===== config.mk =====
export PLATFORM = sky130hd
export DESIGN_NAME = packet_framer_crc16_core
export DESIGN_NICKNAME = d
export VERILOG_FILES = /design/src/hw/rtl/pfc_pkg.sv /design/src/hw/rtl/pfc_apb_regs.sv /design/src/hw/rtl/pfc_emitter.sv /design/src/hw/rtl/pfc_out_reg.sv /design/src/hw/rtl/packet_framer_crc16_core.sv
export SDC_FILE = /design/constraint.sdc
export NUM_CORES = 1
export LEC_CHECK = 0
export BUFFER_PORTS_ARGS = -buffer_cell sky130_fd_sc_hd__buf_4
export CORE_ASPECT_RATIO = 0.7
export CORE_MARGIN = 2
export CORE_UTILIZATION = 55
export CTS_CLUSTER_DIAMETER = 30
export DETAILED_ROUTE_END_ITERATION = 6
export PLACE_DENSITY = 0.8
export SLEW_MARGIN = 20
export SYNTH_ARGS = -nofsm -noshare
export SYNTH_HDL_FRONTEND = slang
export SYNTH_SLANG_ARGS = --single-unit

===== constraint.sdc =====
create_clock -name clk -period 9.6 [get_ports clk]
set_input_delay 2.88 -clock clk [delete_from_list [all_inputs] [get_ports clk]]
set_output_delay 2.88 -clock clk [all_outputs]
set_load 0.05 [all_outputs]

===== src/hw/rtl/pfc_pkg.sv =====
// Shared types, constants and the CRC-16/CCITT-FALSE byte update for the
// packet framer. No dependencies.
`default_nettype none

package pfc_pkg;

  // Largest payload length accepted by a start item
  localparam logic [15:0] MAX_PAYLOAD = 16'd1024;

  // CRC-16/CCITT-FALSE
  localparam logic [15:0] CRC_INIT = 16'hFFFF;
  localparam logic [15:0] CRC_POLY = 16'h1021;

  // Sync bytes at reset
  localparam logic [7:0] SYNC_FIRST_RST  = 8'hAA;
  localparam logic [7:0] SYNC_SECOND_RST = 8'h55;

  // Frame overhead: 11 header bytes (sync included) plus 2 CRC bytes
  localparam logic [16:0] FRAME_OVERHEAD = 17'd13;

  // Commands
  localparam logic CMD_START   = 1'b0;
  localparam logic CMD_PAYLOAD = 1'b1;

  // Register index, taken from paddr[2]
  localparam logic REG_SYNC_FIRST  = 1'b0;
  localparam logic REG_SYNC_SECOND = 1'b1;

  // Step counter positions inside one item
  localparam logic [3:0] STEP_SYNC1     = 4'd0;
  localparam logic [3:0] STEP_SYNC2     = 4'd1;
  localparam logic [3:0] STEP_TYPE      = 4'd2;
  localparam logic [3:0] STEP_LEN_LO    = 4'd3;
  localparam logic [3:0] STEP_LEN_HI    = 4'd4;
  localparam logic [3:0] STEP_SEQ_LO    = 4'd5;
  localparam logic [3:0] STEP_SEQ_HI    = 4'd6;
  localparam logic [3:0] STEP_TS_0      = 4'd7;
  localparam logic [3:0] STEP_TS_1      = 4'd8;
  localparam logic [3:0] STEP_TS_2      = 4'd9;
  localparam logic [3:0] STEP_TS_3      = 4'd10;
  localparam logic [3:0] STEP_CRC_LO    = 4'd11;
  localparam logic [3:0] STEP_CRC_HI    = 4'd12;
  localparam logic [3:0] STEP_DATA      = 4'd0;
  localparam logic [3:0] STEP_PAY_CRCLO = 4'd1;

  // What the current beat carries
  typedef enum logic [2:0] {
    KIND_SYNC1,
    KIND_SYNC2,
    KIND_HDR,
    KIND_DATA,
    KIND_CRC_LO,
    KIND_CRC_HI,
    KIND_REJECT
  } kind_t;

  // One result beat
  typedef struct packed {
    logic [7:0]  out_byte;
    logic        last_of_frame;
    logic        status;
    logic [16:0] frame_length;
  } beat_t;

  // MSB-first CRC update over one byte
  function automatic logic [15:0] crc_byte(input logic [15:0] crc_in,
                                           input logic [7:0]  data);
    logic [15:0] c;
    c = crc_in ^ {data, 8'h00};
    for (int k = 0; k < 8; k++) begin
      if (c[15]) begin
        c = {c[14:0], 1'b0} ^ CRC_POLY;
      end else begin
        c = {c[14:0], 1'b0};
      end
    end
    return c;
  endfunction

endpackage

`default_nettype wire


===== src/hw/rtl/pfc_apb_regs.sv =====
// APB register file holding the two sync bytes.
// Depends on pfc_pkg.
`default_nettype none

module pfc_apb_regs
  import pfc_pkg::*;
(
  input  wire logic        clk,
  input  wire logic        rst,
  input  wire logic        psel,
  input  wire logic        penable,
  input  wire logic        pwrite,
  input  wire logic [2:0]  paddr,
  input  wire logic [31:0] pwdata,
  output logic [31:0]      prdata,
  output logic             pready,
  output logic [7:0]       sync_first,
  output logic [7:0]       sync_second
);

  logic wr_en;

  assign pready = 1'b1;
  assign wr_en  = psel & penable & pwrite;

  // register writes on the access phase
  always_ff @(posedge clk) begin
    if (rst) begin
      sync_first  <= SYNC_FIRST_RST;
      sync_second <= SYNC_SECOND_RST;
    end else if (wr_en) begin
      case (paddr[2])
        REG_SYNC_FIRST:  sync_first  <= pwdata[7:0];
        REG_SYNC_SECOND: sync_second <= pwdata[7:0];
        default: ;
      endcase
    end
  end

  // read mux, low bits of paddr ignored
  always_comb begin
    case (paddr[2])
      REG_SYNC_FIRST:  prdata = {24'd0, sync_first};
      REG_SYNC_SECOND: prdata = {24'd0, sync_second};
      default:         prdata = 32'd0;
    endcase
  end

  // paddr[1:0] carry no register select
  logic unused_addr;
  assign unused_addr = ^paddr[1:0];

endmodule

`default_nettype wire


===== src/hw/rtl/pfc_emitter.sv =====
// Item register, step counter and frame state; produces one frame byte per
// beat, including header serialization and CRC. Depends on pfc_pkg.
`default_nettype none

module pfc_emitter
  import pfc_pkg::*;
(
  input  wire logic        clk,
  input  wire logic        rst,
  input  wire logic [7:0]  sync_first,
  input  wire logic [7:0]  sync_second,
  // item side
  input  wire logic        item_valid,
  output logic             item_ready,
  input  wire logic        command,
  input  wire logic [7:0]  frame_type,
  input  wire logic [15:0] sequence_req,
  input  wire logic [31:0] timestamp_ms,
  input  wire logic [15:0] payload_length,
  input  wire logic [7:0]  payload_byte,
  // beat side
  output logic             beat_valid,
  input  wire logic        beat_take,
  output beat_t            beat
);

  // item held while its beats are produced
  logic        busy;
  logic [3:0]  step;
  logic        cmd;
  logic [7:0]  typ;
  logic [15:0] seq;
  logic [31:0] ts;
  logic [15:0] plen;
  logic [7:0]  pbyte;

  // frame state
  logic [15:0] crc;
  logic [15:0] remaining;
  logic        frame_open;
  logic [16:0] total_length;

  kind_t       kind;
  logic [7:0]  hdr_byte;
  logic        last_step;
  logic        fire;
  logic        item_fire;
  logic [15:0] crc_next;

  // classify the current beat
  always_comb begin
    if (cmd == CMD_START) begin
      if (plen > MAX_PAYLOAD) begin
        kind = KIND_REJECT;
      end else begin
        case (step)
          STEP_SYNC1:  kind = KIND_SYNC1;
          STEP_SYNC2:  kind = KIND_SYNC2;
          STEP_CRC_LO: kind = KIND_CRC_LO;
          STEP_CRC_HI: kind = KIND_CRC_HI;
          default:     kind = KIND_HDR;
        endcase
      end
    end else begin
      case (step)
        STEP_DATA:      kind = frame_open ? KIND_DATA : KIND_REJECT;
        STEP_PAY_CRCLO: kind = KIND_CRC_LO;
        default:        kind = KIND_CRC_HI;
      endcase
    end
  end

  // little-endian header bytes
  always_comb begin
    case (step)
      STEP_TYPE:   hdr_byte = typ;
      STEP_LEN_LO: hdr_byte = plen[7:0];
      STEP_LEN_HI: hdr_byte = plen[15:8];
      STEP_SEQ_LO: hdr_byte = seq[7:0];
      STEP_SEQ_HI: hdr_byte = seq[15:8];
      STEP_TS_0:   hdr_byte = ts[7:0];
      STEP_TS_1:   hdr_byte = ts[15:8];
      STEP_TS_2:   hdr_byte = ts[23:16];
      STEP_TS_3:   hdr_byte = ts[31:24];
      default:     hdr_byte = 8'd0;
    endcase
  end

  // beat contents and end-of-item detection
  always_comb begin
    beat.out_byte      = 8'd0;
    beat.last_of_frame = 1'b0;
    beat.status        = 1'b0;
    beat.frame_length  = 17'd0;
    last_step          = 1'b0;
    crc_next           = crc;
    case (kind)
      KIND_SYNC1: beat.out_byte = sync_first;
      KIND_SYNC2: beat.out_byte = sync_second;
      KIND_HDR: begin
        beat.out_byte = hdr_byte;
        crc_next      = crc_byte(crc, hdr_byte);
        last_step     = (step == STEP_TS_3) && (plen != 16'd0);
      end
      KIND_DATA: begin
        beat.out_byte = pbyte;
        crc_next      = crc_byte(crc, pbyte);
        last_step     = (remaining > 16'd1);
      end
      KIND_CRC_LO: beat.out_byte = crc[7:0];
      KIND_CRC_HI: begin
        beat.out_byte      = crc[15:8];
        beat.last_of_frame = 1'b1;
        beat.frame_length  = total_length;
        last_step          = 1'b1;
      end
      KIND_REJECT: begin
        beat.last_of_frame = 1'b1;
        beat.status        = 1'b1;
        last_step          = 1'b1;
      end
      default: ;
    endcase
  end

  assign beat_valid = busy;
  assign fire       = busy & beat_take;
  assign item_ready = ~busy | (fire & last_step);
  assign item_fire  = item_valid & item_ready;

  // control: busy flag and step counter
  always_ff @(posedge clk) begin
    if (rst) begin
      busy <= 1'b0;
      step <= 4'd0;
    end else begin
      if (item_fire) begin
        busy <= 1'b1;
        step <= 4'd0;
      end else if (fire) begin
        if (last_step) begin
          busy <= 1'b0;
          step <= 4'd0;
        end else begin
          step <= step + 4'd1;
        end
      end
    end
  end

  // item capture
  always_ff @(posedge clk) begin
    if (item_fire) begin
      cmd   <= command;
      typ   <= frame_type;
      seq   <= sequence_req;
      ts    <= timestamp_ms;
      plen  <= payload_length;
      pbyte <= payload_byte;
    end
  end

  // frame state updates, one per beat
  always_ff @(posedge clk) begin
    if (rst) begin
      crc          <= CRC_INIT;
      remaining    <= 16'd0;
      frame_open   <= 1'b0;
      total_length <= 17'd0;
    end else if (fire) begin
      case (kind)
        KIND_SYNC1: begin
          crc          <= CRC_INIT;
          remaining    <= 16'd0;
          frame_open   <= 1'b0;
          total_length <= 17'd0;
        end
        KIND_REJECT: begin
          // a rejected start still abandons any open frame
          if (cmd == CMD_START) begin
            crc          <= CRC_INIT;
            remaining    <= 16'd0;
            frame_open   <= 1'b0;
            total_length <= 17'd0;
          end
        end
        KIND_HDR: begin
          crc <= crc_next;
          if (step == STEP_TS_3) begin
            total_length <= {1'b0, plen} + FRAME_OVERHEAD;
            remaining    <= plen;
            frame_open   <= 1'b1;
          end
        end
        KIND_DATA: begin
          crc <= crc_next;
          if (remaining != 16'd0) begin
            remaining <= remaining - 16'd1;
          end
        end
        KIND_CRC_HI: begin
          crc        <= CRC_INIT;
          remaining  <= 16'd0;
          frame_open <= 1'b0;
        end
        default: ;
      endcase
    end
  end

endmodule

`default_nettype wire


===== src/hw/rtl/pfc_out_reg.sv =====
// Output register for result beats; loads whenever empty or being drained.
// Depends on pfc_pkg.
`default_nettype none

module pfc_out_reg
  import pfc_pkg::*;
(
  input  wire logic  clk,
  input  wire logic  rst,
  input  wire logic  beat_valid,
  output logic       beat_take,
  input  wire beat_t beat,
  output logic       result_valid,
  input  wire logic  result_ready,
  output beat_t      result
);

  assign beat_take = ~result_valid | result_ready;

  // valid flag
  always_ff @(posedge clk) begin
    if (rst) begin
      result_valid <= 1'b0;
    end else if (beat_take) begin
      result_valid <= beat_valid;
    end
  end

  // payload
  always_ff @(posedge clk) begin
    if (beat_take & beat_valid) begin
      result <= beat;
    end
  end

endmodule

`default_nettype wire


===== src/hw/rtl/packet_framer_crc16_core.sv =====
// Packet framer with CRC-16/CCITT-FALSE, top level.
// Depends on pfc_pkg, pfc_apb_regs, pfc_emitter, pfc_out_reg.
//
//  Channel  | Handshake                      | Beat contents
//  ---------+--------------------------------+--------------------------------
//  item     | item_valid / item_ready        | command, header fields, byte
//  result   | result_valid / result_ready    | out_byte, last_of_frame,
//           |                                | status, frame_length
//  config   | APB psel/penable/pwrite/pready | sync_first @0, sync_second @4
//
// One result beat leaves per cycle while result_ready is high. Per item the
// emitter's step counter gives one data beat (payload) or the sync and header
// beats (start), plus the CRC beats when closing the frame, or one reject beat.
// A new item is taken in the cycle its last beat moves to the output register.
// A stall on result_ready freezes the emitter; rst is synchronous.
`default_nettype none

module packet_framer_crc16_core
  import pfc_pkg::*;
(
  input  wire logic        clk,
  input  wire logic        rst,
  // APB
  input  wire logic        psel,
  input  wire logic        penable,
  input  wire logic        pwrite,
  input  wire logic [2:0]  paddr,
  input  wire logic [31:0] pwdata,
  output logic [31:0]      prdata,
  output logic             pready,
  // items
  input  wire logic        item_valid,
  output logic             item_ready,
  input  wire logic        command,
  input  wire logic [7:0]  frame_type,
  input  wire logic [15:0] sequence_req,
  input  wire logic [31:0] timestamp_ms,
  input  wire logic [15:0] payload_length,
  input  wire logic [7:0]  payload_byte,
  // results
  output logic             result_valid,
  input  wire logic        result_ready,
  output logic [7:0]       out_byte,
  output logic             last_of_frame,
  output logic             status,
  output logic [16:0]      frame_length
);

  logic [7:0] sync_first;
  logic [7:0] sync_second;
  logic       beat_valid;
  logic       beat_take;
  beat_t      beat;
  beat_t      result;

  pfc_apb_regs u_regs (
    .clk         (clk),
    .rst         (rst),
    .psel        (psel),
    .penable     (penable),
    .pwrite      (pwrite),
    .paddr       (paddr),
    .pwdata      (pwdata),
    .prdata      (prdata),
    .pready      (pready),
    .sync_first  (sync_first),
    .sync_second (sync_second)
  );

  pfc_emitter u_emit (
    .clk            (clk),
    .rst            (rst),
    .sync_first     (sync_first),
    .sync_second    (sync_second),
    .item_valid     (item_valid),
    .item_ready     (item_ready),
    .command        (command),
    .frame_type     (frame_type),
    .sequence_req   (sequence_req),
    .timestamp_ms   (timestamp_ms),
    .payload_length (payload_length),
    .payload_byte   (payload_byte),
    .beat_valid     (beat_valid),
    .beat_take      (beat_take),
    .beat           (beat)
  );

  pfc_out_reg u_out (
    .clk          (clk),
    .rst          (rst),
    .beat_valid   (beat_valid),
    .beat_take    (beat_take),
    .beat         (beat),
    .result_valid (result_valid),
    .result_ready (result_ready),
    .result       (result)
  );

  assign out_byte      = result.out_byte;
  assign last_of_frame = result.last_of_frame;
  assign status        = result.status;
  assign frame_length  = result.frame_length;

endmodule

`default_nettype wire

**Yosys cells after proc, flatten, opt, wreduce, memory -nomap -nowiden**

Index checks and enable logic that the tools add are counted.

- Input bits: 123
- Output and inout bits: 62
- Register bits: 180
- Word-level logic and storage cells: 153

- Multiplexer cells: 58
- Reductions and logical operators: 22
- $add $sub $neg: 3
- Eq/ne operators: 21
- $lt $le $gt $ge: 2
- Bitwise operators: 28

Operators with widths:

| cell | count |
|---|---|
| 2-to-1 mux 16 bit | 19 |
| 2-to-1 mux 13 bit | 16 |
| case mux 8 bit (9 select lines) | 1 |
| case mux 16 bit (4 select lines) | 1 |
| case mux 32 bit (2 select lines) | 1 |
| case mux 17 bit (3 select lines) | 1 |
| NOT 3 bit | 16 |
| case mux 16 bit (3 select lines) | 1 |
| case mux 8 bit (6 select lines) | 1 |
| 2-to-1 mux 17 bit | 2 |
| nonzero test 16 bit | 2 |
| bitwise XOR 16 bit | 2 |
| == test 4 bit, second input constant | 5 |
| adder 16 x 4 -> 17 bit, second input constant | 1 |
| == test 4 x 3 -> 1 bit, second input constant | 4 |
| greater-than comparator 16 x 1 -> 1 bit, second input constant | 1 |
| greater-than comparator 16 x 11 -> 1 bit, second input constant | 1 |
| subtractor 16 x 1 -> 16 bit, second input constant | 1 |
| case mux 3 bit (4 select lines) | 1 |
| == test 3 bit, second input constant | 3 |
| 2-to-1 mux 3 bit | 3 |
| nonzero test 3 bit | 3 |
| == test 4 x 2 -> 1 bit, second input constant | 2 |
| AND reduction 4 bit | 2 |
| 22 further kinds | 44 |

**Depth between registers and ports, before layout**

Gate-level depths: netlist of the first run.

- Depth after elaboration: 28
- Mapped depth: 14
- Gate-level depth less buffers: 10

**Cells and area by module**

Synthesis of the first run repeated with hierarchy kept, for this count alone.

- Cell total of the unflattened synthesis: 831
- Area, all modules: 8916.1 um2

By module, submodules not included:

| module | cells each | sequential area each (um2) | instances | area an instance (um2) |
|---|---|---|---|---|
| pfc_emitter | 692 | 3533.4 | 1 | 7059.3 |
| pfc_apb_regs | 107 | 320.3 | 1 | 991.0 |
| pfc_out_reg | 32 | 830.8 | 1 | 865.8 |

**Worst setup path before layout of the first run**

No wires, ideal clock.

- Path kind: input to output
- From: input result_ready
- To: output item_ready
- Setup slack: 2657 ps
- Stages on the path: 4
- Buffers on the path: 1
- Required time: 6720 ps
- Data arrival time: 4063 ps
- Cell sequence: nand2b_1 -> nand2_1 -> clkbuf_1 -> o21ai_1

- Word-level cells in the longest chain between the ends: 4

RTL lines:

| element | line | source |
|---|---|---|
| from (decl) | packet_framer_crc16_core.sv:42 | `input wire logic result_ready,` |
| OR 1 bit | pfc_out_reg.sv:18 | `assign beat_take = ~result_valid \| result_ready;` |
| bitwise AND 1 bit | pfc_emitter.sv:127 | `assign fire = busy & beat_take;` |
| bitwise AND 1 bit | pfc_emitter.sv:128 | `assign item_ready = ~busy \| (fire & last_step);` |
| OR 1 bit | pfc_emitter.sv:128 |  |
| to (decl) | packet_framer_crc16_core.sv:33 | `output logic item_ready,` |

Every way passes these cells.

**Final worst setup path of the first run**

- From: register u_emit.plen[0]
- To: output item_ready

- Word-level cells in the longest chain between the ends: 8
- Elaborated cells between the ends (all ways): 13
- Those cells by class: order compare: 1; eq/ne: 4; mux: 3; bitwise: 2; reduce/logical: 3

RTL lines:

| element | line | source |
|---|---|---|
| from (decl) | pfc_emitter.sv:34 | `logic [15:0] plen;` |
| from (signal assigned) | pfc_emitter.sv:158 | `plen <= payload_length;` |
| greater-than comparator 16 x 11 -> 1 bit | pfc_emitter.sv:53 | `if (plen > MAX_PAYLOAD) begin` |
| 2-to-1 mux 3 bit | pfc_emitter.sv:53 |  |
| 2-to-1 mux 3 bit | pfc_emitter.sv:52 | `if (cmd == CMD_START) begin` |
| == test 3 bit | pfc_emitter.sv:97 | `case (kind)` |
| OR reduction 2 bit (no source line) | -- |  |
| case mux 1 bit (3 select lines) (*) | pfc_emitter.sv:97 |  |
| bitwise AND 1 bit (*) | pfc_emitter.sv:128 |  |
| OR 1 bit (*) | pfc_emitter.sv:128 |  |

Every way passes the cells marked *; elsewhere a longest branch is shown, timed or not.

==> results by group, run 1 <==
Critical path
  – Crit path max-delay family: compound AO/OA/AOI/OAI gates
  – CP most frequent cell: nor3_1
  – Critical path endpoint category: primary output
  – CP max stage delay: 0.62 ns
  – Critical Path AT: 4.08 ns
  – Worst EP required: 6.72 ns
  – Slowest-stage cell, CP: a211oi_2
  – Setup CP Type: reg -> out
  – CP cell instances: inv_1 > ha_1 > or4b_1 > nor3_1 > o221ai_1 > a211oi_2 > nor3_1 > a221oi_2 > o21ai_1 > buf_4
  – Worst Path Buf+Inv: 2
  – Critical path launch point type: flop
  – Critical path peak fanout: 6

Drt
  – Vias: 6818
  – First-pass iteration count of the detailed router: 6
  – WL per Instance: 19.5 microns
  – Antenna-violating nets left: 0
  – Vias per cell: 6.07
  – Final wirelength: 21900 microns
  – DRT iter0 DRCs: 906
  – Drt drc: 0

Yosys
  – Area leader, netlist: edfxtp_1
  – Syn Inst Count: 795
  – Cell Area, Synth: 8590 sq um
  – Top_reg_cell synth: edfxtp_1
  – Synth cell types: 69
  – Sequential share of the synthesized area: 54.5%
  – Top post-synthesis cells by area: edfxtp_1, dfxtp_1, nand2_1, xnor2_1, a21oi_1
  – Post-synth top area share: 37.8%
  – Post-synth EDFFs: 108
  – Number of synthesized register bits: 180
  – Yosys Warn Count: 0
  – Post-synthesis average cell area: 10.8 sq um
  – Ys async rst share: 0%

Floorplan
  – Core box area: 15400 sq um
  – Die span in y: 109 microns
  – DIE AREA: 16600 sq um
  – Io pins: 185
  – Chip Width: 153 microns
  – Rows: 38
  – Starting Density: 55.8%

Power
  – P per Cell Area: 179 nW/um^2
  – Combinational share of power: 13.2%
  – Reg power frac: 48.2%
  – Pleak: 3.86 nW
  – VDD IR max: 0.0998 mV
  – Clk network pwr share: 38.6%
  – Net Sw Frac: 28.1%
  – P_int: 1.32 mW
  – NetSw: 0.516 mW

Placed design
  – Hpwl dp: 15100 microns
  – Worst slack, placed: 2.75 ns
  – Placed insts: 1091
  – IO buf count: 133
  – Gpl congestion: 0.948

Timing
  – RSZ-0062 raised after global routing: false
  – Fin Setup TNS: 0 ns
  – Measured slew at the worst slew-check pin: 1.03 ns
  – Skew final: 0.0121 ns
  – Final Slew Violations: 0
  – Worst hold margin: 0.447 ns
  – Ratio of final minimum period to clock period: 72.5%
  – Headroom to the max-slew limit: 31.4%
  – Final setup viols: 0
  – Hold Vio Cnt, Final: 0
  – Min Tclk post-route: 6.96 ns
  – Setup ws final: 2.64 ns
  – Fmax: 144 MHz

Global route
  – All-Layer GR Usage: 26.7%
  – Initial antenna violation count: 0
  – Vias in the first global route: 6381
  – Grt total ovfl: 0
  – First-pass GRT wire length: 34200 microns
  – Largest net degree at the start of global routing: 82

Clock network
  – Post-CTS Resized: 0
  – Root Buffer: clkbuf_16
  – Clk sink count: 180
  – Clk Latency, worst-skew pair: 0.44 ns
  – Cts hold-fix bufs: 0
  – CTS buffer count: 17
  – CTS tree: yes
  – Setup bufs post-CTS: 0
  – CTS Buffer Depth: 2
  – Clock transition at path regs: 0.07 ns
  – Max H-tree Level: 4

Run status
  – Status: finished, final reports clean

Final layout
  – Area Growth Syn to Fin: 19.1%
  – Final core utilization: 66.4%
  – Nets: 1041
  – Non-Filler Instances: 1123
  – N_diodes: 0
  – Layout cell share with drive strength beyond 1: 22.6%

Min path
  – Type of the worst min-delay path: reg -> reg

Flow run
  – MaxCap Viol Count: 0
## synth_stat cells, types with 8 or more instances
| cell | count |
|---|---|
| edfxtp_1 | 108 |
| nand2_1 | 83 |
| dfxtp_1 | 72 |
| nor2_1 | 50 |
| a21oi_1 | 44 |
| clkbuf_1 | 32 |
| xnor2_1 | 32 |
| nor3_1 | 27 |
| buf_4 | 25 |
| a22oi_1 | 24 |
| and2_1 | 22 |
| nand3_1 | 19 |
| xor2_1 | 18 |
| o21ai_0 | 17 |
| inv_1 | 16 |
| and3_1 | 14 |
| a221oi_1 | 13 |
| mux2i_1 | 12 |
| a31oi_1 | 10 |
| mux2_2 | 9 |
| or3_1 | 9 |
| ha_1 | 8 |
## area by class of cell
| type | instances | area, sq um |
|---|---|---|
| flip-flops and latches | 180 | 4680 |
| multi-input cells | 553 | 3570 |
| fillers | 1144 | 5170 |
| well taps | 200 | 250 |
| clock inverters | 15 | 181 |
| clock buffers | 17 | 425 |
| repair buffers | 141 | 1060 |
| inverters | 17 | 63.8 |
## state kept, by name, summed over array words and instances (netlist names)
| register | count |
|---|---|
| u_emit.step | 4 |
| u_emit.seq | 16 |
| u_regs.sync_second | 8 |
| u_emit.total_length | 17 |
| u_out.result | 27 |
| u_emit.ts | 32 |
| u_emit.remaining | 16 |
| u_emit.pbyte | 8 |
| u_emit.frame_open | 1 |
| u_regs.sync_first | 8 |
| u_out.result_valid | 1 |
| u_emit.cmd | 1 |
| u_emit.plen | 16 |
| u_emit.beat_valid | 1 |
| u_emit.typ | 8 |
| u_emit.crc | 16 |
## power by group through the flow
stage	Sequential, mW	Clock [mW]	Combinational [mW]
6_report	0.884	0.708	0.242
5_1_grt	0.887	0.744	0.259
4_1_cts	0.883	0.712	0.239
3_5_place_dp	0.900	0	0.237
3_3_place_gp	0.899	0	0.233
2_1_floorplan	0.915	0	0.148
## tightest hold or removal path, stage by stage (launching register included)
cell and delay [ns]:
dfxtp_1 0.31, nand2_1 0.05, a21oi_1 0.05
## worst paths after layout
kind	startpoint	endpoint	slack (ns)	cells after the start
max	u_emit.plen[0]	item_ready	2.64	10
min	u_emit.total_length[4]	u_emit.total_length[4]	0.45	2
max reg2reg	u_emit.plen[0]	u_emit.pbyte[2]	5.11	11
min reg2reg	u_emit.total_length[4]	u_emit.total_length[4]	0.45	2
## logic make-up (layout without fill, tap and decap cells)
family	count (synthesis)	in the layout	synth area share, %
compound gates	186	186	16.0
xor+xnor	50	50	5.10
fa+ha+maj	8	8	1.17
buf+inv	85	190	5.07
flops	180	180	54.5
mux	22	22	2.75
other cells	2	25	0.0874
simple gates	262	262	15.3
## through the flow
step	area, sq um	total power [mW]
global route	10200	1.89
finish	10200	1.83
floorplan	8670	1.06
global placement	9620	1.13
detailed placement	9620	1.14
CTS	10200	1.83
## cells in the final DEF (no fill, tap or decap), types with 4 or more instances in the layout
cell / count
buf_4: 141
o22ai_1: 7
o221ai_1: 6
a2bb2oi_1: 6
conb_1: 25
nand2_1: 83
inv_8: 4
and2_1: 21
o21ai_0: 17
ha_1: 8
o21ai_1: 6
a222oi_1: 7
and3_1: 14
a21oi_1: 44
a22oi_1: 24
edfxtp_1: 108
a31oi_1: 10
mux2i_1: 12
nand3_1: 19
dfxtp_1: 72
o21a_1: 7
or3_1: 9
nor2_1: 50
a211oi_1: 7
inv_1: 15
xor2_1: 18
clkbuf_16: 17
nand2b_1: 4
nor3_1: 25
a221o_1: 4
mux2_2: 9
a221oi_1: 13
nor2b_1: 6
inv_6: 5
xnor2_1: 32
nor3_2: 6
## per-layer routing
metal / routed length [microns] / track usage (%)
met2: 9740 / 40.4
met3: 2280 / 7.41
met1: 9420 / 37.5
met4: 479 / 8.65
met5: 0 / 0
No activity file was read; power rests on OpenSTA's default activity.
==> run 2, diff against run 1 <==
Settings changed: CORE_UTILIZATION 55 to 50, PLACE_DENSITY 0.8 to 0.77.
Clock period 9.6 ns to 6.2 ns, I/O delays scaled along.
==> results by group, run 2 (synthesis results as in run 1) <==
Run status
  – Status: finished, final reports clean (unchanged)

Floorplan
  – Die span in y: 114 microns (was 109 microns)
  – Starting Density: 50.6% (was 55.8%)
  – Rows: 40 (was 38)
  – Core box area: 17000 sq um (was 15400 sq um)
  – DIE AREA: 18300 sq um (was 16600 sq um)
  – Chip Width: 161 microns (was 153 microns)
  – Io pins: 185 (unchanged)

Critical path
  – Reg2reg start: u_emit.plen[0] (unchanged)
  – FF-to-FF path depth: 10 (was 11)
  – Critical path endpoint category: primary output (unchanged)
  – Setup CP Type: reg -> out (unchanged)
  – Worst EP required: 4.34 ns (was 6.72 ns)
  – R2r setup slk: 1.85 ns (was 5.11 ns)
  – Critical path launch point type: flop (unchanged)
  – Critical Path AT: 3.92 ns (was 4.08 ns)
  – Critical path peak fanout: 6 (unchanged)
  – RR Endpoint: u_emit.pbyte[4] (was u_emit.pbyte[2])

Clock network
  – CTS buffer count: 17 (unchanged)
  – Root Buffer: clkbuf_16 (unchanged)
  – Max H-tree Level: 4 (unchanged)
  – Clk Latency, worst-skew pair: 0.44 ns (about the same)
  – Post-CTS Resized: 0 (unchanged)
  – Clock transition at path regs: 0.06 ns (was 0.07 ns)
  – Clk sink count: 180 (unchanged)
  – CTS Buffer Depth: 2 (unchanged)
  – Setup bufs post-CTS: 0 (unchanged)
  – CTS tree: yes (unchanged)
  – Cts hold-fix bufs: 0 (unchanged)

Drt
  – Drt drc: 0 (unchanged)
  – Antenna-violating nets left: 0 (unchanged)
  – Final wirelength: 20900 microns (was 21900 microns)
  – First-pass iteration count of the detailed router: 5 (was 6)
  – WL per Instance: 18.1 microns (was 19.5 microns)
  – DRT iter0 DRCs: 822 (was 906)
  – Vias per cell: 5.74 (was 6.07)
  – Vias: 6620 (was 6818)

Timing
  – Fmax: 173 MHz
  – Fin Setup TNS: 0 ns (unchanged)
  – Ratio of final minimum period to clock period: 93.2%
  – Headroom to the max-slew limit: 30.9% (was 31.4%)
  – Skew final: 0.00884 ns (was 0.0121 ns)
  – Final setup viols: 0 (unchanged)
  – Measured slew at the worst slew-check pin: 1.04 ns (was 1.03 ns)
  – Hold Vio Cnt, Final: 0 (unchanged)
  – Min Tclk post-route: 5.78 ns
  – RSZ-0062 raised after global routing: false (unchanged)
  – Final Slew Violations: 0 (unchanged)

Min path
  – Hold path endpoint: u_emit.total_length[4] (unchanged)
  – Hold Path Origin: u_emit.total_length[4] (unchanged)
  – Type of the worst min-delay path: reg -> reg (unchanged)
  – Hold depth: 2 (unchanged)

Final layout
  – Layout cell share with drive strength beyond 1: 22.3% (was 22.6%)
  – Footprint of the multi-input gates: 3570 sq um (unchanged)
  – Commonest non-fill, non-tap cell in the layout: buf_4 (unchanged)
  – Most frequent cells in the layout: buf_4, edfxtp_1, nand2_1 (unchanged)
  – Largest regs: u_emit.ts x32, u_out.result x27, u_emit.total_length x17 (unchanged)
  – Register Area: 4680 sq um (unchanged)
  – Fillers: 1384 (was 1144)
  – Area Growth Syn to Fin: 19.3% (was 19.1%)
  – Nets: 1041 (unchanged)
  – Largest Register: u_emit.ts (unchanged)
  – N_diodes: 0 (unchanged)
  – Max reg flops: 32 (unchanged)

Placed design
  – IO buf count: 133 (unchanged)
  – Gpl congestion: 0.930 (was 0.948)
  – Hpwl dp: 14300 microns (was 15100 microns)

Power
  – Pleak: 3.86 nW (about the same)
  – VDD IR max: 0.151 mV (was 0.0998 mV)
  – Overall power: 2.82 mW (was 1.83 mW)
  – P per Cell Area: 275 nW/um^2 (was 179 nW/um^2)

Global route
  – First-pass GRT wire length: 33100 microns (was 34200 microns)
  – Grt total ovfl: 0 (unchanged)
  – Largest net degree at the start of global routing: 82 (unchanged)
  – All-Layer GR Usage: 23.4% (was 26.7%)
  – Initial antenna violation count: 0 (unchanged)
  – Vias in the first global route: 6173 (was 6381)

Flow run
  – MaxCap Viol Count: 0 (unchanged)
[run 2: cell types whose count changed in the layout (fill, tap and decap cells not counted), sizes merged]
cell    before  now
clkinv       5    4
bufinv       1    2
inv         25   21
clkbuf      17   21
[run 2: metal layers]
| layer | vias up | part of all wire [%] | GRT usage [%] |
|---|---|---|---|
| li1 | 3130 | - | - |
| met3 | 38 | 8.3 | 4.47 |
| met4 | 0 | 1.9 | 8.23 |
| met5 | - | 0 | 0 |
| met2 | 315 | 45 | 35.7 |
| met1 | 3137 | 45 | 33.7 |
[run 2: how the worst max path moves through the flow]
stage	startpoint	end	slack, ns	depth (start not counted)
CTS	u_emit.plen[0]	item_ready	0.45	10
floorplan	u_emit.plen[0]	u_emit.cmd	0.62	10
detailed placement	u_emit.plen[0]	item_ready	0.92	10
global route	u_emit.plen[0]	item_ready	0.18	10
finish	u_emit.plen[0]	item_ready	0.42	10
global placement	u_emit.plen[0]	item_ready	1.01	10
[run 2: critical path, stage by stage, from the launching register on]
cell and delay [ns]:
edfxtp_1 0.49, inv_1 0.12, ha_1 0.14, or4b_1 0.52
nor3_1 0.30, o221ai_1 0.30, a211oi_2 0.56, nor3_1 0.16
a221oi_2 0.45, o21ai_1 0.20, buf_4 0.24
[run 2: final cells by class]
type | count | area share (%)
inverters | 17 | 0.623
flip-flops and latches | 180 | 45.7
well taps | 231 | 2.82
clock inverters | 11 | 1.22
repair buffers | 141 | 10.3
multi-input cells | 553 | 34.8
clock buffers | 21 | 4.49
[run 2: report_power, final]
group / switching, mW / internal (mW) / leakage (nW) / total [mW]
Combinational: 0.239 / 0.130 / 1.95 / 0.369
Clock: 0.461 / 0.619 / 0.289 / 1.08
Sequential: 0.0367 / 1.33 / 1.62 / 1.37
[run 2: through the flow]
| stage | setup WS, ns | area [sq um] | std cells | hold WS, ns | util, % |
|---|---|---|---|---|---|
| 2_1_floorplan | 0.618 | 8670 | 818 | 0.427 | - |
| 3_3_place_gp | 1.01 | 9660 | 1122 | 0.435 | 57.0 |
| 3_5_place_dp | 0.925 | 9660 | 1122 | 0.441 | 57.0 |
| 4_1_cts | 0.447 | 10200 | 1154 | 0.448 | 60.4 |
| 5_1_grt | 0.178 | 10200 | 1154 | 0.470 | 60.4 |
| 6_report | 0.425 | 10200 | 1154 | 0.445 | 60.4 |
